--- config.mk ---
export PLATFORM = sky130hd
export DESIGN_NAME = icv_ram
export DESIGN_NICKNAME = d
export VERILOG_FILES = /design/src/rtl/core/image_conv_3x3_stream_core_macros.svh /design/src/rtl/core/icv_ram.sv
export SDC_FILE = /design/constraint.sdc
export NUM_CORES = 1
export LEC_CHECK = 0
export BUFFER_PORTS_ARGS = -buffer_cell sky130_fd_sc_hd__buf_2
export CAP_MARGIN = 0
export CORE_MARGIN = 10
export CORE_UTILIZATION = 65
export DETAILED_ROUTE_END_ITERATION = 16
export PLACE_DENSITY_LB_ADDON = 0.15
export REMOVE_ABC_BUFFERS = 1
export SETUP_SLACK_MARGIN = 0.2
export SYNTH_ARGS = -nofsm -noshare
export SYNTH_HDL_FRONTEND = slang
export SYNTH_SLANG_ARGS = --single-unit
--- constraint.sdc ---
create_clock -name clk -period 4.56 [get_ports clk]
set_clock_uncertainty 0.05 [all_clocks]
set_input_delay 1.368 -clock clk [delete_from_list [all_inputs] [get_ports clk]]
set_output_delay 1.368 -clock clk [all_outputs]
set_load 0.01 [all_outputs]
--- src/rtl/core/image_conv_3x3_stream_core_macros.svh ---
// ----------------------------------------------------------------------------
// image_conv_3x3_stream_core_macros
// assertion shorthands used by the convolution core
// ----------------------------------------------------------------------------
`ifndef IMAGE_CONV_3X3_STREAM_CORE_MACROS_SVH
`define IMAGE_CONV_3X3_STREAM_CORE_MACROS_SVH

// same-cycle implication
`define ICV_ASSERT_NOW(label, clk, rst, ante, cons, msg) \
  label: assert property (@(posedge clk) disable iff (rst) (ante) |-> (cons)) \
    else $error(msg);

// next-cycle implication
`define ICV_ASSERT_NEXT(label, clk, rst, ante, cons, msg) \
  label: assert property (@(posedge clk) disable iff (rst) (ante) |=> (cons)) \
    else $error(msg);

`endif

--- src/rtl/core/icv_ram.sv ---
// ----------------------------------------------------------------------------
// icv_ram
// generic simple dual-port ram, one write port, registered read port
// ----------------------------------------------------------------------------
`timescale 1ns / 1ps
`default_nettype none

module icv_ram #(
  parameter int WIDTH = 8,
  parameter int DEPTH = 16,
  localparam int ADDR_W = $clog2(DEPTH)
) (
  input  logic              clk,
  input  logic              wr_en,
  input  logic [ADDR_W-1:0] wr_addr,
  input  logic [WIDTH-1:0]  wr_data,
  input  logic              rd_en,
  input  logic [ADDR_W-1:0] rd_addr,
  output logic [WIDTH-1:0]  rd_data
);

  logic [WIDTH-1:0] mem [DEPTH];

  always_ff @(posedge clk) begin
    if (wr_en) begin
      mem[wr_addr] <= wr_data;
    end
    if (rd_en) begin
      rd_data <= mem[rd_addr];
    end
  end

endmodule

`default_nettype wire

==> results.md <==
* HPWL after detailed placement at roughly 6400 um
* Crit end category: register
* Sequential cell area fraction in the yosys report at about four fifths
* Largest net degree at the start of global routing at 33
* Data required time of the worst path at approximately 4.8 ns
* GRT overflow at 0
* Setup Buffers After CTS at 0
* Die Width at 109.7 um
* H-Tree Level Count at 4
* Global-route wire length before repair at about 17000 um
* Worst-margin pin slew at around 0.94 ns
* Height of the die at 109.7 um
* Netlist Area Pre-Place at around 5200 um2
* Final worst path period share at a little under two thirds
* Number of violations reported at the end of detailed-routing iteration 0 at between 200 and 300
* Clock latency on the worst-skew pair at 0.52 ns
* Relative area change from synthesis to final layout at 15.99%
* Most instantiated library cell after synthesis: sky130_fd_sc_hd__edfxtp_1
* Antenna diodes at 0
* Worst vdd ir at around 0.37 mV
* Iteration count of the initial detailed-routing pass at 4
* DRC violation count after routing at 0
* Leading post-synthesis cells by cell area: sky130_fd_sc_hd__edfxtp_1 78%, sky130_fd_sc_hd__mux4_2 7.8%, sky130_fd_sc_hd__mux4_1 7.0%, sky130_fd_sc_hd__a22oi_1 2.3%, sky130_fd_sc_hd__nor2_1 0.93%
* List of most frequent post-synthesis cells: 136 x sky130_fd_sc_hd__edfxtp_1, 18 x sky130_fd_sc_hd__mux4_2, 16 x sky130_fd_sc_hd__a22oi_1
* CTS Hold Bufs at 0
* Post-synth cell types at 18
* Residual antenna-violating net count after detailed routing at 0
* Global placer's final weighted congestion at roughly 0.74
* Number of input and output port buffers inserted at 26
* Antenna violations before repair at 1
* Top FF cell, synth: sky130_fd_sc_hd__edfxtp_1
* Final Max Slew Viols at 0
* Clock sink count at around 140
* Drt via density at ~6.7
* Share of the synthesized area in the top cell type at 78.12%
* Syn. warnings at 0
* Setup TNS at 0 ns
* Syn Area/Cell at about 23 um2
* Master cell of the clock root buffer: sky130_fd_sc_hd__clkbuf_8
* Num rows at 32
* Detailed-route wire length at between 10000 and 15000 um
* Fraction of layout instances using a drive strength above 1 at between 20% and 30%
* Number of endpoints with negative hold slack in the final report at 0
* Synth Register Bits at 136
* Number of buffers created by CTS at 17
* Net count reported at finish at 289
* Number of enable-type register cells in the synthesized netlist at ~140
* Core area at between 7000 and 8000 um2
* Final worst hold slack at 0.7107 ns
* Place WS at between 1 and 1.5 ns
* Post-route cell area at approximately 6000 um2
* Maximum clock insertion buffer count at 2
* Max-cap violations at 0
* Vias after detailed routing at 2553
* Setup violations, final at 0
* Max FO, Critical Path at 17
* Post-route minimum period at just under 3 ns
* Boundary Pins at 27
* Arrival time of the worst setup path at roughly 3.1 ns
* Setup repair after global routing missed its margin: false
* Overall die area at 12030 um2
* Top cell type by total area after synthesis: sky130_fd_sc_hd__edfxtp_1
* Worst-case headroom to the max-slew limit at between 30 and 40%
* Via count of the first global-routing pass at roughly 2700
* Timing-limited maximum frequency at between 0.3 and 0.4 GHz
* Setup crit start kind: input pin
* Final Worst Setup Slack at about 1.6 ns
* Placed Area at around 5400 um2
* Leakage component of the power at 2.037 nW
* Filler cell count at roughly 420
* Wire length per cell at between 20 and 30 um
* Share of synthesized flip-flops with an asynchronous set or reset at 0%
* Power density over the cells at a little under 500 nW/um2
* Number of gates resized after CTS at 0
* GRT Resource Usage Total at 20.62%
* Cells after Synth at 229
* Clock-pin slew reported for the worst setup and hold paths after clock tree synthesis at approximately 0.060 ns
* TritonCTS clock tree: built
* Min-delay worst type: reg -> reg
* Initial cell density of the core at 67.30%
* CP Class: in -> reg
* Outcome: completed
## power by group
part	switching, mW	internal (mW)	total, mW
combinational	0.0769	0.0503	0.127
clock	0.500	0.934	1.43
sequential	0.00981	1.41	1.42
## routing by layer
layer,GRT usage (%),wire [um],up-vias
met2,31.05,5663,115
li1,-,-,1058
met1,27.25,4494,1354
met4,8.457,280,2
met3,7.022,798,24
met5,0,11,-
## critical path, cell delays in order
cell and delay, ns:
sky130_fd_sc_hd__buf_2 0.43, sky130_fd_sc_hd__buf_4 0.32, sky130_fd_sc_hd__mux4_1 0.61, sky130_fd_sc_hd__a22oi_1 0.31, sky130_fd_sc_hd__nand2_1 0.08
## through the flow
stage / total power [mW] / cells / utilization [%]
after floorplan: 1.499 / 219 / -
after global placement: 1.563 / 353 / 70.09
after detailed placement: 1.568 / 353 / 70.09
after CTS: 2.992 / 383 / 78.06
after global routing: 3.059 / 383 / 78.06
final: 2.981 / 383 / 78.06
## placed cells by master (no fill, tap or decap)
cell                         count
sky130_fd_sc_hd__buf_2          26
sky130_fd_sc_hd__and2b_1         1
sky130_fd_sc_hd__clkinv_4        3
sky130_fd_sc_hd__nor3_1          4
sky130_fd_sc_hd__a22oi_1        16
sky130_fd_sc_hd__and2_1          1
sky130_fd_sc_hd__clkbuf_8        1
sky130_fd_sc_hd__clkbuf_16      16
sky130_fd_sc_hd__clkinvlp_4      2
sky130_fd_sc_hd__buf_4           6
sky130_fd_sc_hd__clkinv_2        2
sky130_fd_sc_hd__nand2b_1        2
sky130_fd_sc_hd__bufinv_16       5
sky130_fd_sc_hd__nand3b_1        2
sky130_fd_sc_hd__nor2_1         13
sky130_fd_sc_hd__clkinv_1        1
sky130_fd_sc_hd__nand2_1         9
sky130_fd_sc_hd__edfxtp_1      136
sky130_fd_sc_hd__or3b_2          1
sky130_fd_sc_hd__nor2b_1         1
sky130_fd_sc_hd__mux4_1         14
sky130_fd_sc_hd__nand3_1         1
sky130_fd_sc_hd__mux4_2         18
## cells by family after synthesis
logic type	count (synthesis)	synth area share (%)
buf+inv	10	1.651
flops	136	78.12
mux	32	14.79
simple gates	35	3.136
compound gates	16	2.298
## layout make-up
| cell class | count | area (um2) | area share (%) |
|---|---|---|---|
| clock buffers | 17 | 414.1 | 6.830 |
| clock inverters | 13 | 205.2 | 3.384 |
| multi-input cells | 83 | 1057 | 17.44 |
| flip-flops and latches | 136 | 4084 | 67.35 |
| well taps | 102 | 127.6 | 2.105 |
| repair buffers | 32 | 175.2 | 2.889 |
## sequential cells by signal, indices dropped and copies added, names as in the netlist
register and count:
rd_data 8, mem 128
## final timing paths
path,endpoint,cells past startpoint,slack (ns),start
min reg2reg,rd_data[7],3,0.71,mem[12][7]
max,rd_data[2],5,1.65,rd_addr[0]
min,rd_data[7],3,0.71,mem[12][7]
max reg2reg,rd_data[2],3,2.94,mem[1][2]
Note: power is estimated with default switching activity, not from simulation.
