[config.mk]
export PLATFORM = sky130hd
export DESIGN_NAME = icv_cell
export DESIGN_NICKNAME = d
export VERILOG_FILES = /design/src/rtl/core/image_conv_3x3_stream_core_macros.svh /design/src/rtl/core/icv_pkg.sv /design/src/rtl/core/icv_cell.sv
export SDC_FILE = /design/constraint.sdc
export NUM_CORES = 2
export LEC_CHECK = 0
export BUFFER_PORTS_ARGS = -buffer_cell sky130_fd_sc_hd__buf_2
export CORE_ASPECT_RATIO = 1.1
export CORE_MARGIN = 5
export CORE_UTILIZATION = 45
export DETAILED_ROUTE_END_ITERATION = 7
export GPL_TIMING_DRIVEN = 0
export PLACE_DENSITY_LB_ADDON = 0.25
export SETUP_SLACK_MARGIN = 0.1
export SYNTH_ARGS = -nofsm -noshare
export SYNTH_HDL_FRONTEND = slang
export SYNTH_SLANG_ARGS = --single-unit
[constraint.sdc]
create_clock -name clk -period 13.85 [get_ports clk]
set_input_delay 2.0775 -clock clk [delete_from_list [all_inputs] [get_ports clk]]
set_output_delay 2.0775 -clock clk [all_outputs]
set_load 0.05 [all_outputs]
[src/rtl/core/image_conv_3x3_stream_core_macros.svh]
// ----------------------------------------------------------------------------
// image_conv_3x3_stream_core_macros
// assertion shorthands used by the convolution core
// ----------------------------------------------------------------------------
`ifndef IMAGE_CONV_3X3_STREAM_CORE_MACROS_SVH
`define IMAGE_CONV_3X3_STREAM_CORE_MACROS_SVH

// same-cycle implication
`define ICV_ASSERT_NOW(label, clk, rst, ante, cons, msg) \
  label: assert property (@(posedge clk) disable iff (rst) (ante) |-> (cons)) \
    else $error(msg);

// next-cycle implication
`define ICV_ASSERT_NEXT(label, clk, rst, ante, cons, msg) \
  label: assert property (@(posedge clk) disable iff (rst) (ante) |=> (cons)) \
    else $error(msg);

`endif

[src/rtl/core/icv_pkg.sv]
// ----------------------------------------------------------------------------
// icv_pkg
// shared constants and types of the 3x3 streaming convolution core
// ----------------------------------------------------------------------------
`timescale 1ns / 1ps
`default_nettype none

package icv_pkg;

  localparam int MAX_WIDTH  = 1024;
  localparam int MAX_HEIGHT = 1024;

  localparam int COL_W = $clog2(MAX_WIDTH);
  localparam int ROW_W = $clog2(MAX_HEIGHT);
  localparam int WD_W  = $clog2(MAX_WIDTH + 1);
  localparam int HT_W  = $clog2(MAX_HEIGHT + 1);
  localparam int DIM_W = 11;
  localparam int NCH_W = 2;

  localparam int WIN     = 3;
  localparam int NCH     = 3;
  localparam int PIX_W   = 8;
  localparam int PIXEL_W = NCH * PIX_W;
  localparam int COEF_W  = 16;
  localparam int PROD_W  = PIX_W + COEF_W;
  localparam int CSUM_W  = PROD_W + 2;
  localparam int TSUM_W  = CSUM_W + 2;
  localparam int OUT_W   = 29;
  localparam int POS_W   = 10;
  localparam int KROW_W  = WIN * COEF_W;

  localparam int CFG_IDX_W   = 3;
  localparam int IN_TDATA_W  = PIXEL_W;
  localparam int OUT_PAY_W   = NCH * OUT_W + 2 * POS_W;
  localparam int OUT_TDATA_W = ((OUT_PAY_W + 7) / 8) * 8;

  typedef enum logic [CFG_IDX_W-1:0] {
    REG_IMAGE_WIDTH   = 3'd0,
    REG_IMAGE_HEIGHT  = 3'd1,
    REG_CHANNELS      = 3'd2,
    REG_PRESERVE      = 3'd3,
    REG_KERNEL_TOP    = 3'd4,
    REG_KERNEL_MID    = 3'd5,
    REG_KERNEL_BOTTOM = 3'd6
  } cfg_reg_t;

  typedef logic [PIXEL_W-1:0]       pixel_t;
  typedef pixel_t [WIN-1:0]         win_col_t;   // [0] top row, [2] bottom row
  typedef logic signed [COEF_W-1:0] coef_t;
  typedef coef_t [WIN-1:0]          coef_col_t;
  typedef logic signed [CSUM_W-1:0] csum_t;
  typedef csum_t [NCH-1:0]          csum_ch_t;
  typedef logic signed [OUT_W-1:0]  res_t;

  typedef struct packed {
    logic shift;       // take the column from the right-hand neighbor
    logic load_prod;   // product stage may load
    logic load_sum;    // column sum stage may load
  } cell_ctl_t;

endpackage

`default_nettype wire

[src/rtl/core/icv_cell.sv]
// ----------------------------------------------------------------------------
// icv_cell
// one window column: holds three pixels, passes them left, forms the
// column's weighted sum for every channel
// ----------------------------------------------------------------------------
`timescale 1ns / 1ps
`default_nettype none

module icv_cell
  import icv_pkg::*;
(
  input  logic      clk,
  input  cell_ctl_t ctl,
  input  win_col_t  col_in,
  input  coef_col_t coef,
  output win_col_t  col_out,
  output csum_ch_t  csum
);

  win_col_t                 pix;
  logic signed [PROD_W:0]   prod_full [NCH][WIN];
  logic signed [PROD_W-1:0] prod      [NCH][WIN];
  csum_ch_t                 csum_next;

  always_ff @(posedge clk) begin
    if (ctl.shift) begin
      pix <= col_in;
    end
  end

  assign col_out = pix;

  // 8-bit unsigned sample times signed q8.8 coefficient
  always_comb begin
    for (int ch = 0; ch < NCH; ch++) begin
      for (int r = 0; r < WIN; r++) begin
        prod_full[ch][r] = $signed({1'b0, pix[r][ch*PIX_W +: PIX_W]}) * $signed(coef[r]);
      end
    end
  end

  always_ff @(posedge clk) begin
    if (ctl.load_prod) begin
      for (int ch = 0; ch < NCH; ch++) begin
        for (int r = 0; r < WIN; r++) begin
          prod[ch][r] <= prod_full[ch][r][PROD_W-1:0];
        end
      end
    end
  end

  always_comb begin
    logic signed [CSUM_W-1:0] acc;
    for (int ch = 0; ch < NCH; ch++) begin
      acc = '0;
      for (int r = 0; r < WIN; r++) begin
        acc = acc + CSUM_W'(prod[ch][r]);
      end
      csum_next[ch] = acc;
    end
  end

  always_ff @(posedge clk) begin
    if (ctl.load_sum) begin
      csum <= csum_next;
    end
  end

endmodule

`default_nettype wire

==> results.sh <==
export IMPL_status="finished clean"
export IMPL_cts_tree="yes"
export IMPL_drcViolationCount=0
export IMPL_worst_pin_slew_ns=1.47
export IMPL_drive_above_1_share_pct=6.22
export IMPL_synth_edf_count=366
export IMPL_worstPathCellList="buf_2 -> clkbuf_1 -> nand2_1 -> fa_1 -> inv_1 -> ha_1 -> ha_1 -> inv_1 -> fa_1 -> inv_1 -> ha_1 -> inv_1 -> fa_1 -> nor2b_1 -> o21ai_0 -> a21boi_0 -> o31ai_1 -> o21ai_0 -> nand2b_1 -> a21boi_0 -> xnor2_1"
export IMPL_maxCapViolations=0
export IMPL_cts_sinks=366
export IMPL_slew_headroom_pct=1.47
export IMPL_area_growth_pct=9.56
export IMPL_cts_hold_buffers_added=0
export IMPL_final_common_cell="inv_1"
export IMPL_hold_viol_final=0
export IMPL_netlist_area_mm2=0.0562
export IMPL_tns_ns=0
export IMPL_synth_seq_cells=366
export IMPL_core_mm2=0.125
export IMPL_cp_arrival_ns=8.01
export IMPL_synth_nets=7398
export IMPL_antenna_found_initial=20
export IMPL_grt_max_degree=123
export IMPL_nFillCells=11600
export IMPL_path_common_cell="inv_1"
export IMPL_grtUsageTotal_pct=23.2
export IMPL_start_kind="input pin"
export IMPL_ant_nets=0
export IMPL_fmax_ghz=0.129
export IMPL_yosys_area_top_type_share_pct=34.7
export IMPL_critical_path_max_stage_delay_ns=1.13
export IMPL_final_setup_skew_ns=0.0282
export IMPL_fin_crit_sh_pct=56.0
export IMPL_ctsRootBufferMaster="clkbuf_16"
export IMPL_post_cts_buffers=0
export IMPL_netlist_instances=5804
export IMPL_place_congestion=0.909
export IMPL_ios=274
export IMPL_dieHeight_um=381
export IMPL_dieArea_mm2=0.132
export IMPL_path_clk_slew_ns=0.06
export IMPL_globalRoute_totalOverflow=0
export IMPL_wl_per_cell_um=19.3
export IMPL_ctsResizeCount=0
export IMPL_synth_top_cell_by_area="fa_1"
export IMPL_insertion_delay_ns=0.68
export IMPL_grt_pass1_wl_um=239000
export IMPL_synthFlopType="edfxtp_1"
export IMPL_rsz0062_at_grt="false"
export IMPL_layout_common_cells="inv_1 (1,431), fa_1 (975), nand2_1 (711), and2_1 (522), ha_1 (495)"
export IMPL_vias_per_cell=5.05
export IMPL_syn_avg_cell_area_um2=9.68
export IMPL_end_kind="flop"
export IMPL_hold_path_class="flop to flop"
export IMPL_yosys_warnings=0
export IMPL_cp_required_ns=14.11
export IMPL_slowest_stage="xnor2_1"
export IMPL_io_buffers=273
export IMPL_drtIter0Drc=2327
export IMPL_die_w_um=347
export IMPL_post_route_min_period_ns=7.75
export IMPL_grt_pass1_vias=42100
export IMPL_ys_types=70
export IMPL_htreeDepth=2
export IMPL_cp_max_fo=10
export IMPL_wl_um=151000
export IMPL_start_util_pct=45.1
export IMPL_setup_viol=0
export IMPL_dpl_hpwl_um=126000
export IMPL_num_rows=136
export IMPL_critPathKind="input pin to flop"
export IMPL_firstDrtPassIters=6
export IMPL_async_reset_ff_share_pct=0
export IMPL_synth_area_top_cells="fa_1 (35%), edfxtp_1 (20%), ha_1 (11%), inv_1 (9.6%), and2_1 (5.8%)"
export IMPL_fin_nets=7726
export IMPL_num_vias=39600
export IMPL_numCtsBuffers=49
export IMPL_clockBufferDepth=3
export IMPL_seq_area_frac_synth_pct=19.6
export IMPL_drv_slew=0
[worst max-delay path, delay by kind of cell]
kind            cells  cell delay, ns
compound gates      5            1.06
xor+xnor            1            1.13
fa+ha+maj           6            2.20
buf+inv             6            1.01
simple gates        3            0.51
[routing by layer]
| layer | vias up | track usage (%) | share of wire [%] |
|---|---|---|---|
| li1 | 18400 | - | - |
| met1 | 19800 | 30.0 | 41 |
| met2 | 1047 | 39.4 | 48 |
| met3 | 287 | 3.66 | 5.8 |
| met4 | 12 | 9.19 | 4.5 |
| met5 | - | 0 | 0.045 |
[path summary, 6_finish.rpt]
kind,slack (ns),startpoint,to,cells past startpoint
max,6.10,coef[20],prod[0][46],21
min,0.74,prod[1][49],csum[27],2
max reg2reg,7.15,col_out[24],prod[0][47],18
min reg2reg,0.74,prod[1][49],csum[27],2
[layout make-up]
class,count,area [um^2],share of cell area [%]
buffer,172,646,1.05
clock buffer,51,1230,2.00
tap,1656,2070,3.36
antenna,7,17.5,0.0284
sequential,366,11000,17.8
multi-input combinational,3835,39200,63.7
clock inverter,40,558,0.906
timing repair buffer,277,1490,2.42
inverter,1431,5370,8.72
[sequential cells by signal, indices dropped and copies added, names as in the netlist]
signal	count
csum	78
prod	216
col_out	72
[cells in the mapped netlist, types with 5 or more instances]
master and number:
inv_1 1431, fa_1 975, nand2_1 711, and2_1 522
ha_1 495, edfxtp_1 366, xnor2_1 194, a21oi_1 185
clkbuf_1 172, o21ai_0 118, nor2_1 114, a21o_1 86
xor2_1 66, nand2b_1 32, o21a_1 31, a211oi_1 30
nand3_1 28, nor3_1 28, o21bai_1 28, nor2b_1 17
and3_1 16, a31oi_1 15, nand4_1 13, o211ai_1 13
a2111oi_0 12, o31ai_1 8, o31a_1 7, a31o_2 6
nand3b_1 6, or2_2 6, a21boi_0 5, or3_1 5
[stage by stage]
step / std cells / util (%) / cell area (um^2) / hold slack [ns] / setup WS [ns]
floorplan: 5804 / - / 56200 / 0.680 / 6.99
global placement: 7733 / 47.9 / 59600 / 0.689 / 5.40
detailed placement: 7737 / 48.0 / 59800 / 0.726 / 5.36
CTS: 7828 / 49.4 / 61600 / 0.740 / 6.08
global route: 7832 / 49.4 / 61600 / 0.768 / 5.85
finish: 7835 / 49.4 / 61600 / 0.736 / 6.10
[logic make-up after synthesis]
group,Yosys count,share of synthesized area [%]
DFF,366,19.6
xor gates and xnor gates,260,4.05
AOI/OAI and AO/OA,596,6.88
buffers and inverters,1603,10.7
adders and majority gates,1470,45.7
muxes,1,0.0178
and+or+nand+nor,1508,13.0
Power is left out: the tool's default activity adds up to more than one toggle a clock period on the data nets, which glitch-free logic cannot reach.
