`src/rtl/core/image_conv_3x3_stream_core_macros.svh`:
```
// ----------------------------------------------------------------------------
// image_conv_3x3_stream_core_macros
// assertion shorthands used by the convolution core
// ----------------------------------------------------------------------------
`ifndef IMAGE_CONV_3X3_STREAM_CORE_MACROS_SVH
`define IMAGE_CONV_3X3_STREAM_CORE_MACROS_SVH

// same-cycle implication
`define ICV_ASSERT_NOW(label, clk, rst, ante, cons, msg) \
  label: assert property (@(posedge clk) disable iff (rst) (ante) |-> (cons)) \
    else $error(msg);

// next-cycle implication
`define ICV_ASSERT_NEXT(label, clk, rst, ante, cons, msg) \
  label: assert property (@(posedge clk) disable iff (rst) (ante) |=> (cons)) \
    else $error(msg);

`endif

```
`src/rtl/core/icv_pkg.sv`:
```
// ----------------------------------------------------------------------------
// icv_pkg
// shared constants and types of the 3x3 streaming convolution core
// ----------------------------------------------------------------------------
`timescale 1ns / 1ps
`default_nettype none

package icv_pkg;

  localparam int MAX_WIDTH  = 1024;
  localparam int MAX_HEIGHT = 1024;

  localparam int COL_W = $clog2(MAX_WIDTH);
  localparam int ROW_W = $clog2(MAX_HEIGHT);
  localparam int WD_W  = $clog2(MAX_WIDTH + 1);
  localparam int HT_W  = $clog2(MAX_HEIGHT + 1);
  localparam int DIM_W = 11;
  localparam int NCH_W = 2;

  localparam int WIN     = 3;
  localparam int NCH     = 3;
  localparam int PIX_W   = 8;
  localparam int PIXEL_W = NCH * PIX_W;
  localparam int COEF_W  = 16;
  localparam int PROD_W  = PIX_W + COEF_W;
  localparam int CSUM_W  = PROD_W + 2;
  localparam int TSUM_W  = CSUM_W + 2;
  localparam int OUT_W   = 29;
  localparam int POS_W   = 10;
  localparam int KROW_W  = WIN * COEF_W;

  localparam int CFG_IDX_W   = 3;
  localparam int IN_TDATA_W  = PIXEL_W;
  localparam int OUT_PAY_W   = NCH * OUT_W + 2 * POS_W;
  localparam int OUT_TDATA_W = ((OUT_PAY_W + 7) / 8) * 8;

  typedef enum logic [CFG_IDX_W-1:0] {
    REG_IMAGE_WIDTH   = 3'd0,
    REG_IMAGE_HEIGHT  = 3'd1,
    REG_CHANNELS      = 3'd2,
    REG_PRESERVE      = 3'd3,
    REG_KERNEL_TOP    = 3'd4,
    REG_KERNEL_MID    = 3'd5,
    REG_KERNEL_BOTTOM = 3'd6
  } cfg_reg_t;

  typedef logic [PIXEL_W-1:0]       pixel_t;
  typedef pixel_t [WIN-1:0]         win_col_t;   // [0] top row, [2] bottom row
  typedef logic signed [COEF_W-1:0] coef_t;
  typedef coef_t [WIN-1:0]          coef_col_t;
  typedef logic signed [CSUM_W-1:0] csum_t;
  typedef csum_t [NCH-1:0]          csum_ch_t;
  typedef logic signed [OUT_W-1:0]  res_t;

  typedef struct packed {
    logic shift;       // take the column from the right-hand neighbor
    logic load_prod;   // product stage may load
    logic load_sum;    // column sum stage may load
  } cell_ctl_t;

endpackage

`default_nettype wire

```
`src/rtl/core/icv_combine.sv`:
```
// ----------------------------------------------------------------------------
// icv_combine
// adds the column sums of the window and applies the channel mode
// ----------------------------------------------------------------------------
`timescale 1ns / 1ps
`default_nettype none

module icv_combine
  import icv_pkg::*;
(
  input  logic                   clk,
  input  logic                   ld_total,
  input  logic                   ld_out,
  input  logic                   preserve,
  input  logic [NCH_W-1:0]       nch,
  input  csum_ch_t [WIN-1:0]     csum,
  output res_t [NCH-1:0]         res
);

  logic signed [TSUM_W-1:0] total      [NCH];
  logic signed [TSUM_W-1:0] total_next [NCH];
  res_t [NCH-1:0]           res_next;

  always_comb begin
    for (int ch = 0; ch < NCH; ch++) begin
      total_next[ch] = '0;
      for (int k = 0; k < WIN; k++) begin
        total_next[ch] = total_next[ch] + TSUM_W'($signed(csum[k][ch]));
      end
    end
  end

  always_ff @(posedge clk) begin
    if (ld_total) begin
      total <= total_next;
    end
  end

  // channels at or above nch give nothing; summing mode folds into channel 0
  always_comb begin
    logic signed [OUT_W-1:0] acc;
    logic signed [OUT_W-1:0] ext;
    acc = '0;
    for (int ch = 0; ch < NCH; ch++) begin
      ext = OUT_W'(total[ch]);
      if (NCH_W'(ch) < nch) begin
        acc          = acc + ext;
        res_next[ch] = preserve ? ext : '0;
      end else begin
        res_next[ch] = '0;
      end
    end
    if (!preserve) begin
      res_next[0] = acc;
    end
  end

  always_ff @(posedge clk) begin
    if (ld_out) begin
      res <= res_next;
    end
  end

endmodule

`default_nettype wire
```
`config.mk`:
```
export PLATFORM = sky130hd
export DESIGN_NAME = icv_combine
export DESIGN_NICKNAME = d
export VERILOG_FILES = /design/src/rtl/core/image_conv_3x3_stream_core_macros.svh /design/src/rtl/core/icv_pkg.sv /design/src/rtl/core/icv_combine.sv
export SDC_FILE = /design/constraint.sdc
export NUM_CORES = 1
export LEC_CHECK = 0
export ABC_AREA = 1
export BUFFER_PORTS_ARGS = -buffer_cell sky130_fd_sc_hd__buf_2
export CAP_MARGIN = 20
export CORE_MARGIN = 1.5
export CORE_UTILIZATION = 40
export DETAILED_ROUTE_END_ITERATION = 7
export HOLD_SLACK_MARGIN = 0.05
export PLACE_DENSITY = 0.7
export SYNTH_ARGS = -nofsm -noshare
export SYNTH_HDL_FRONTEND = slang
export SYNTH_SLANG_ARGS = --single-unit
```
`constraint.sdc`:
```
create_clock -name clk -period 10.9 [get_ports clk]
set_input_delay 2.725 -clock clk [delete_from_list [all_inputs] [get_ports clk]]
set_output_delay 2.725 -clock clk [all_outputs]
set_load 0.01 [all_outputs]
```
==> results of run 1 <==
-- registers in the layout, summed over array words and instances, names as in the netlist --
register	cells
res	85
total	84
-- cell usage in the layout, fill, tap and decap left out, types with 5 or more instances in the layout --
| cell type | Yosys | routed |
|---|---|---|
| a31oi_1 | 12 | 12 |
| xnor2_1 | 35 | 35 |
| a21oi_1 | 178 | 178 |
| o211ai_1 | 14 | 14 |
| inv_6 | 0 | 5 |
| and2_1 | 8 | 8 |
| inv_1 | 264 | 263 |
| nand3_1 | 93 | 93 |
| a21o_1 | 7 | 7 |
| o21a_1 | 14 | 14 |
| buf_4 | 3 | 7 |
| xor2_1 | 56 | 56 |
| nand2_1 | 421 | 421 |
| nor2_1 | 221 | 221 |
| nor3_1 | 15 | 15 |
| nand4_1 | 9 | 9 |
| or2_2 | 5 | 5 |
| fa_1 | 82 | 82 |
| clkbuf_16 | 0 | 17 |
| o21ai_0 | 111 | 111 |
| o21bai_1 | 7 | 7 |
| ha_1 | 125 | 125 |
| edfxtp_1 | 169 | 169 |
| a21boi_0 | 10 | 10 |
| nand2_2 | 7 | 7 |
| buf_2 | 2 | 324 |
| nor4_1 | 5 | 5 |
-- kinds of logic after synthesis --
kind of cell | after synthesis | synth area share, %
AND/OR/NAND/NOR | 795 | 21.0
AO/OA/AOI/OAI | 362 | 12.8
buffers and inverters | 298 | 7.37
adder cells (fa/ha/maj) | 207 | 20.7
flip-flops | 169 | 32.8
XOR/XNOR | 91 | 5.16
-- final cells by class --
| cell class | instances | area, µm² |
|---|---|---|
| clock buffer | 17 | 425 |
| clock inverter | 14 | 118 |
| fill | 3772 | 19600 |
| inverter | 268 | 1010 |
| multi-input combinational | 1455 | 9240 |
| sequential | 169 | 5070 |
| tap | 511 | 639 |
| timing repair buffer | 332 | 1700 |
-- worst max-delay path, delay by kind of cell --
family          cells  cell delay [ns]
buf+inv             4             0.70
xor+xnor            1             0.19
simple gates       17             2.00
compound gates      4             0.80
fa+ha+maj           3             0.90
-- per-layer routing --
layer,track usage [%],part of all wire (%)
met1,32.2,46
met2,39.4,47
met3,2.45,5.4
met4,5.63,1.7
met5,0,0
-- power by group --
part           switching [µW]  total [µW]  leakage [µW]  internal [µW]
Sequential               83.4         990       0.00170            907
Combinational            1370        2110       0.00702            736
Clock                     271         567      0.000263            296
Total                    1720        3660       0.00898           1940
-- worst max-delay path by stage --
stage,from,endpoint,slack (ns),cells after the start
4_1_cts,nch[1],res[28],3.84,29
3_3_place_gp,nch[1],res[28],3.49,29
2_1_floorplan,nch[1],res[23],4.45,27
5_1_grt,nch[1],res[23],3.21,28
3_5_place_dp,nch[1],res[28],3.38,29
6_report,nch[1],res[28],3.74,29
-- stage by stage --
stage | worst slack (ns) | cells | total power, µW
after floorplan | 4.45 | 1922 | 2430
after global placement | 3.49 | 2734 | 3070
after detailed placement | 3.38 | 2734 | 3070
after CTS | 3.84 | 2765 | 3650
after global routing | 3.21 | 2766 | 3970
final | 3.74 | 2766 | 3660
==> metrics, run 1 <==
status=finished clean; # H-tree levels=4; largest vdd supply drop=about 90 µV; Worst R2R Setup Slack=~6.7 ns; maxcap violations=0; synthesized flop and latch total=169; total iterations of the first detailed-routing run=5; count leader, synth=nand2_1; Critical Path Max Stage Delay=0.42 ns; Die X=about 200 µm; number of flops mapped to enable cells by yosys=~170; routed vias/inst=5.03; first-pass GRT wire length=~70 mm; r2r worst-path depth=25; Cell variety after synth=40; GPL Wtd Cong=0.952; drt drc=0; Starting Density=between 40% and 50%; Fin. Hold Viols=0; Synth top area share=around a third; grt total ovfl=0; syn_area_per_cell=roughly 8 µm²; Worst Hold Class=flop to flop; P&R area growth vs syn=17.8%; Worst R2R End=res[28]; setup violators final=0; Post-CTS Hold Buffers=0; initial antenna violation count=0; sequential fraction of the synthesis area=roughly a third; Synth area leaders=edfxtp_1 33%, fa_1 11%, nand2_1 10%, ha_1 10%, inv_1 6.4%; Ports=roughly 330; Peak Freq=roughly 140 MHz; vias in the first global route=13,603; pin count of the biggest net entering global routing=64; Worst Hold Endpoint=res[56]; crit path max-delay cell type=ha_1; synthesized instance count=1,922; share of layout cells above drive strength 1=17.2%; setup TNS=0 ns; CTS root buf=clkbuf_16; Post-CTS Setup Bufs=0; Worst EP required=roughly 11 ns; per-cell routed wire length=~17 µm; clock buffer depth=2; R2R Path Start=total[70]; fin area=18,200 µm²; Worst Hold Path Cells=2; Starting DRT DRC Count=about 890; Cell Pwr Density=slightly above 200 nW/µm²; cell taking the most area after synthesis=edfxtp_1; main flop type after synthesis=edfxtp_1; Worst setup SP type=primary input; Worst-path clk slew=~0.060 ns; Worst Tran Pin Value=roughly 1.0 ns; Worst Path Class, Setup=primary input to flop; post-route antenna net violation count=0; Max Slew Vio Count=0; diode count=0; die span in y=200 µm; TritonCTS clock tree=yes; Worst Path Max Fanout=19; synthesized area=~15,000 µm²; P_leak=0.00898 µW; core area=approximately 38,000 µm²; area post-placement=17,600 µm²; routed vias=approximately 14,000; Site Rows=71; fin crit period=just over 7 ns; Clock Latency Late Sink=~0.44 ns; Worst Hold Launch=total[55]; Async SR Flop Fraction=0%; Max-slew headroom=around 30%; Synth warnings=0; unrepaired setup endpoints after global routing=false; Final Cycle Share=65.7%; gr usage total=a little under a quarter; Routed WL=45.7 mm; Final Core Density=48.1%; port bufs=between 300 and 400; crit path DAT=7.35 ns; WHS=between 0.5 and 0.6 ns; post_cts resized=0; TritonCTS Buffers=17; most used cell, CP=nand2_1; Synth top cells by count=421 x nand2_1, 264 x inv_1, 221 x nor2_1; critical path capture point type=flop; DPL Wire Length=roughly 38 mm; Layout Skew=0.0156 ns; Total Nets Final=2,690; post-synth net total=approximately 2,400; DIE AREA=39,800 µm²; clk sinks=between 150 and 200
Note: power is estimated with default switching activity, not from simulation.
==> run 2, diff against run 1 <==
Clock period 10.9 ns to 7.45 ns, I/O delays scaled along.
==> run 2 against run 1 <==
Against the previous run:
- sequential power up 46%
- count of clock-buffer cells in the layout up 1
- routed wire length down 0.14%
- power up 48%
- global-route usage about the same
- first-iteration DRC count up 1.0%
- clock skew down 0.0018 ns
- clock power up 53%
- utilization up 0.21 points
- via count down 0.11%
- combinational power up 46%
- final area up 0.43%
- largest power group unchanged
- highest routed layer unchanged
==> metrics, run 2 (synthesis gave the netlist of run 1 again) <==
M1 GR Usage=31.8%; TritonCTS clock tree=yes; pin count of the biggest net entering global routing=64; share of layout cells above drive strength 1=around 17%; Top Usage Layer GRT=met2; TritonCTS Buffers=17; Worst Hold Path Cells=2; Worst Hold Launch=total[54]; pre-CTS WS=~1.1 ns; setup TNS=0 ns; Post-CTS Hold Buffers=0; P&R area growth vs syn=18.3%; Worst R2R Setup Slack=approximately 3.2 ns; port bufs=around 330; Site Rows=71; vias in the first global route=roughly 14,000; Routed WL=~46 mm; gr usage total=between 20% and 30%; Ports=327; post-route antenna net violation count=0; most frequent cells in the layout=421 x nand2_1, 324 x buf_2, 263 x inv_1, 221 x nor2_1, 178 x a21oi_1; Worst Path Class, Setup=primary input to flop; Final Core Density=about half; Cell Pwr Density=between 200 and 300 nW/µm²; Worst Hold Endpoint=res[55]; Layout Skew=between 0.01 and 0.015 ns; Reg power frac=between 20% and 30%; Peak Freq=167 MHz; CTS root buf=clkbuf_16; die span in y=200 µm; r2r worst-path depth=27; R2R Path Start=total[57]; setup violators final=0; Worst setup SP type=primary input; Largest register FFs=85; met2 Resource Use GR=between 30% and 40%; core area=37,800 µm²; crit path DAT=roughly 6.2 ns; Clock Latency Late Sink=between 0.4 and 0.5 ns; fin crit period=5.99 ns; DPL Wire Length=38.5 mm; Max-slew headroom=43.9%; Worst EP required=between 7 and 8 ns; Worst-path clk slew=approximately 0.060 ns; initial antenna violation count=0; drt drc=0; Clk pwr share=16.1%; Max Slew Vio Count=0; maxcap violations=0; Int Power=between 2000 and 3000 µW; status=finished clean; routed vias=about 14,000; largest vdd supply drop=about 120 µV; Comb power frac=a little under three fifths; sw power=roughly 2500 µW; Worst Tran Pin Value=~0.84 ns; setup slack after layout=1.46 ns; Worst R2R End=res[23]; per-cell routed wire length=around 16 µm; Starting Density=roughly 41%; Worst Hold Class=flop to flop; Final Cycle Share=80.4%; clk sinks=between 150 and 200; GR Layer Usage met3=around 3%; Total Nets Final=2,697; grt total ovfl=0; clock buffer depth=2; post_cts resized=0; Biggest register=res; WHS=just under 0.6 ns; Switching Fraction=46.7%; Post-CTS Setup Bufs=0; total iterations of the first detailed-routing run=5; Worst Path Max Fanout=28; largest registers=res (85), total (84); Fin. Hold Viols=0; # H-tree levels=4; first-pass GRT wire length=71.3 mm; critical path capture point type=flop; Starting DRT DRC Count=roughly 900; Power, Total=roughly 5400 µW; Die X=200 µm; most common cell after layout, fill and taps aside=nand2_1; GPL Wtd Cong=about 0.96; DIE AREA=roughly 40,000 µm²; P_leak=approximately 0.009 µW; unrepaired setup endpoints after global routing=false; routed vias/inst=5.01
==> run 2: cell types whose count changed in the layout (fill, tap and decap cells not counted), sizes merged <==
cell / before / now
diode: 0 / 1
bufinv: 0 / 1
clkinv: 7 / 6
clkinvlp: 2 / 3
clkbuf: 17 / 18
inv: 273 / 272
buf: 332 / 339
==> run 2: layout make-up <==
cell class	instances	area, µm²
Clock inverter	14	138
Clock buffer	18	429
Timing Repair Buffer	339	1750
Sequential cell	169	5070
Fill cell	3766	19600
Multi-Input combinational cell	1455	9240
Antenna cell	1	2.50
Inverter	268	1010
Tap cell	511	639
==> run 2: metal layers <==
layer,vias to the layer above,share of wire [%]
li1,7028,-
met1,6385,47
met2,454,47
met3,43,4.9
met4,0,1.9
met5,-,0
==> run 2: critical path, cell delays in order <==
cell      delay (ns)
buf_2           0.15
nor2_4          0.59
nor2_1          0.16
nand2_1         0.13
nand2_1         0.07
inv_1           0.06
ha_1            0.13
inv_1           0.03
nand2_1         0.18
nand2_1         0.10
nand2_2         0.10
nand2_1         0.06
nand2_1         0.14
nand2_1         0.07
nand2_1         0.08
xor2_1          0.23
a21boi_0        0.17
ha_1            0.38
nand2_1         0.20
o21ai_0         0.17
a21oi_1         0.16
nand3_1         0.17
a21o_1          0.23
or2_2           0.27
nand3_1         0.07
nand2_1         0.08
inv_1           0.07
a21oi_1         0.06
==> run 2: worst max path at each step <==
stage / startpoint / endpoint / slack [ns] / cells past startpoint
after global routing: nch[1] / res[28] / 1.07 / 27
after global placement: nch[1] / res[23] / 1.10 / 28
final: nch[1] / res[23] / 1.46 / 28
after detailed placement: nch[1] / res[23] / 1.09 / 28
after floorplan: nch[1] / res[23] / 1.86 / 27
after CTS: nch[1] / res[23] / 1.56 / 28
==> run 2: through the flow <==
stage | cells | area (µm²)
after global routing | 2774 | 18300
final | 2775 | 18300
after global placement | 2741 | 17700
after detailed placement | 2741 | 17700
after CTS | 2773 | 18300
after floorplan | 1922 | 15500
==> run 2: power by group through the flow <==
stage          Combinational, µW  Sequential [µW]  Clock, µW
2_1_floorplan               2120             1440          0
3_3_place_gp                3030             1470          0
3_5_place_dp                3030             1470          0
4_1_cts                     3050             1450        890
5_1_grt                     3480             1470        918
6_report                    3090             1450        869
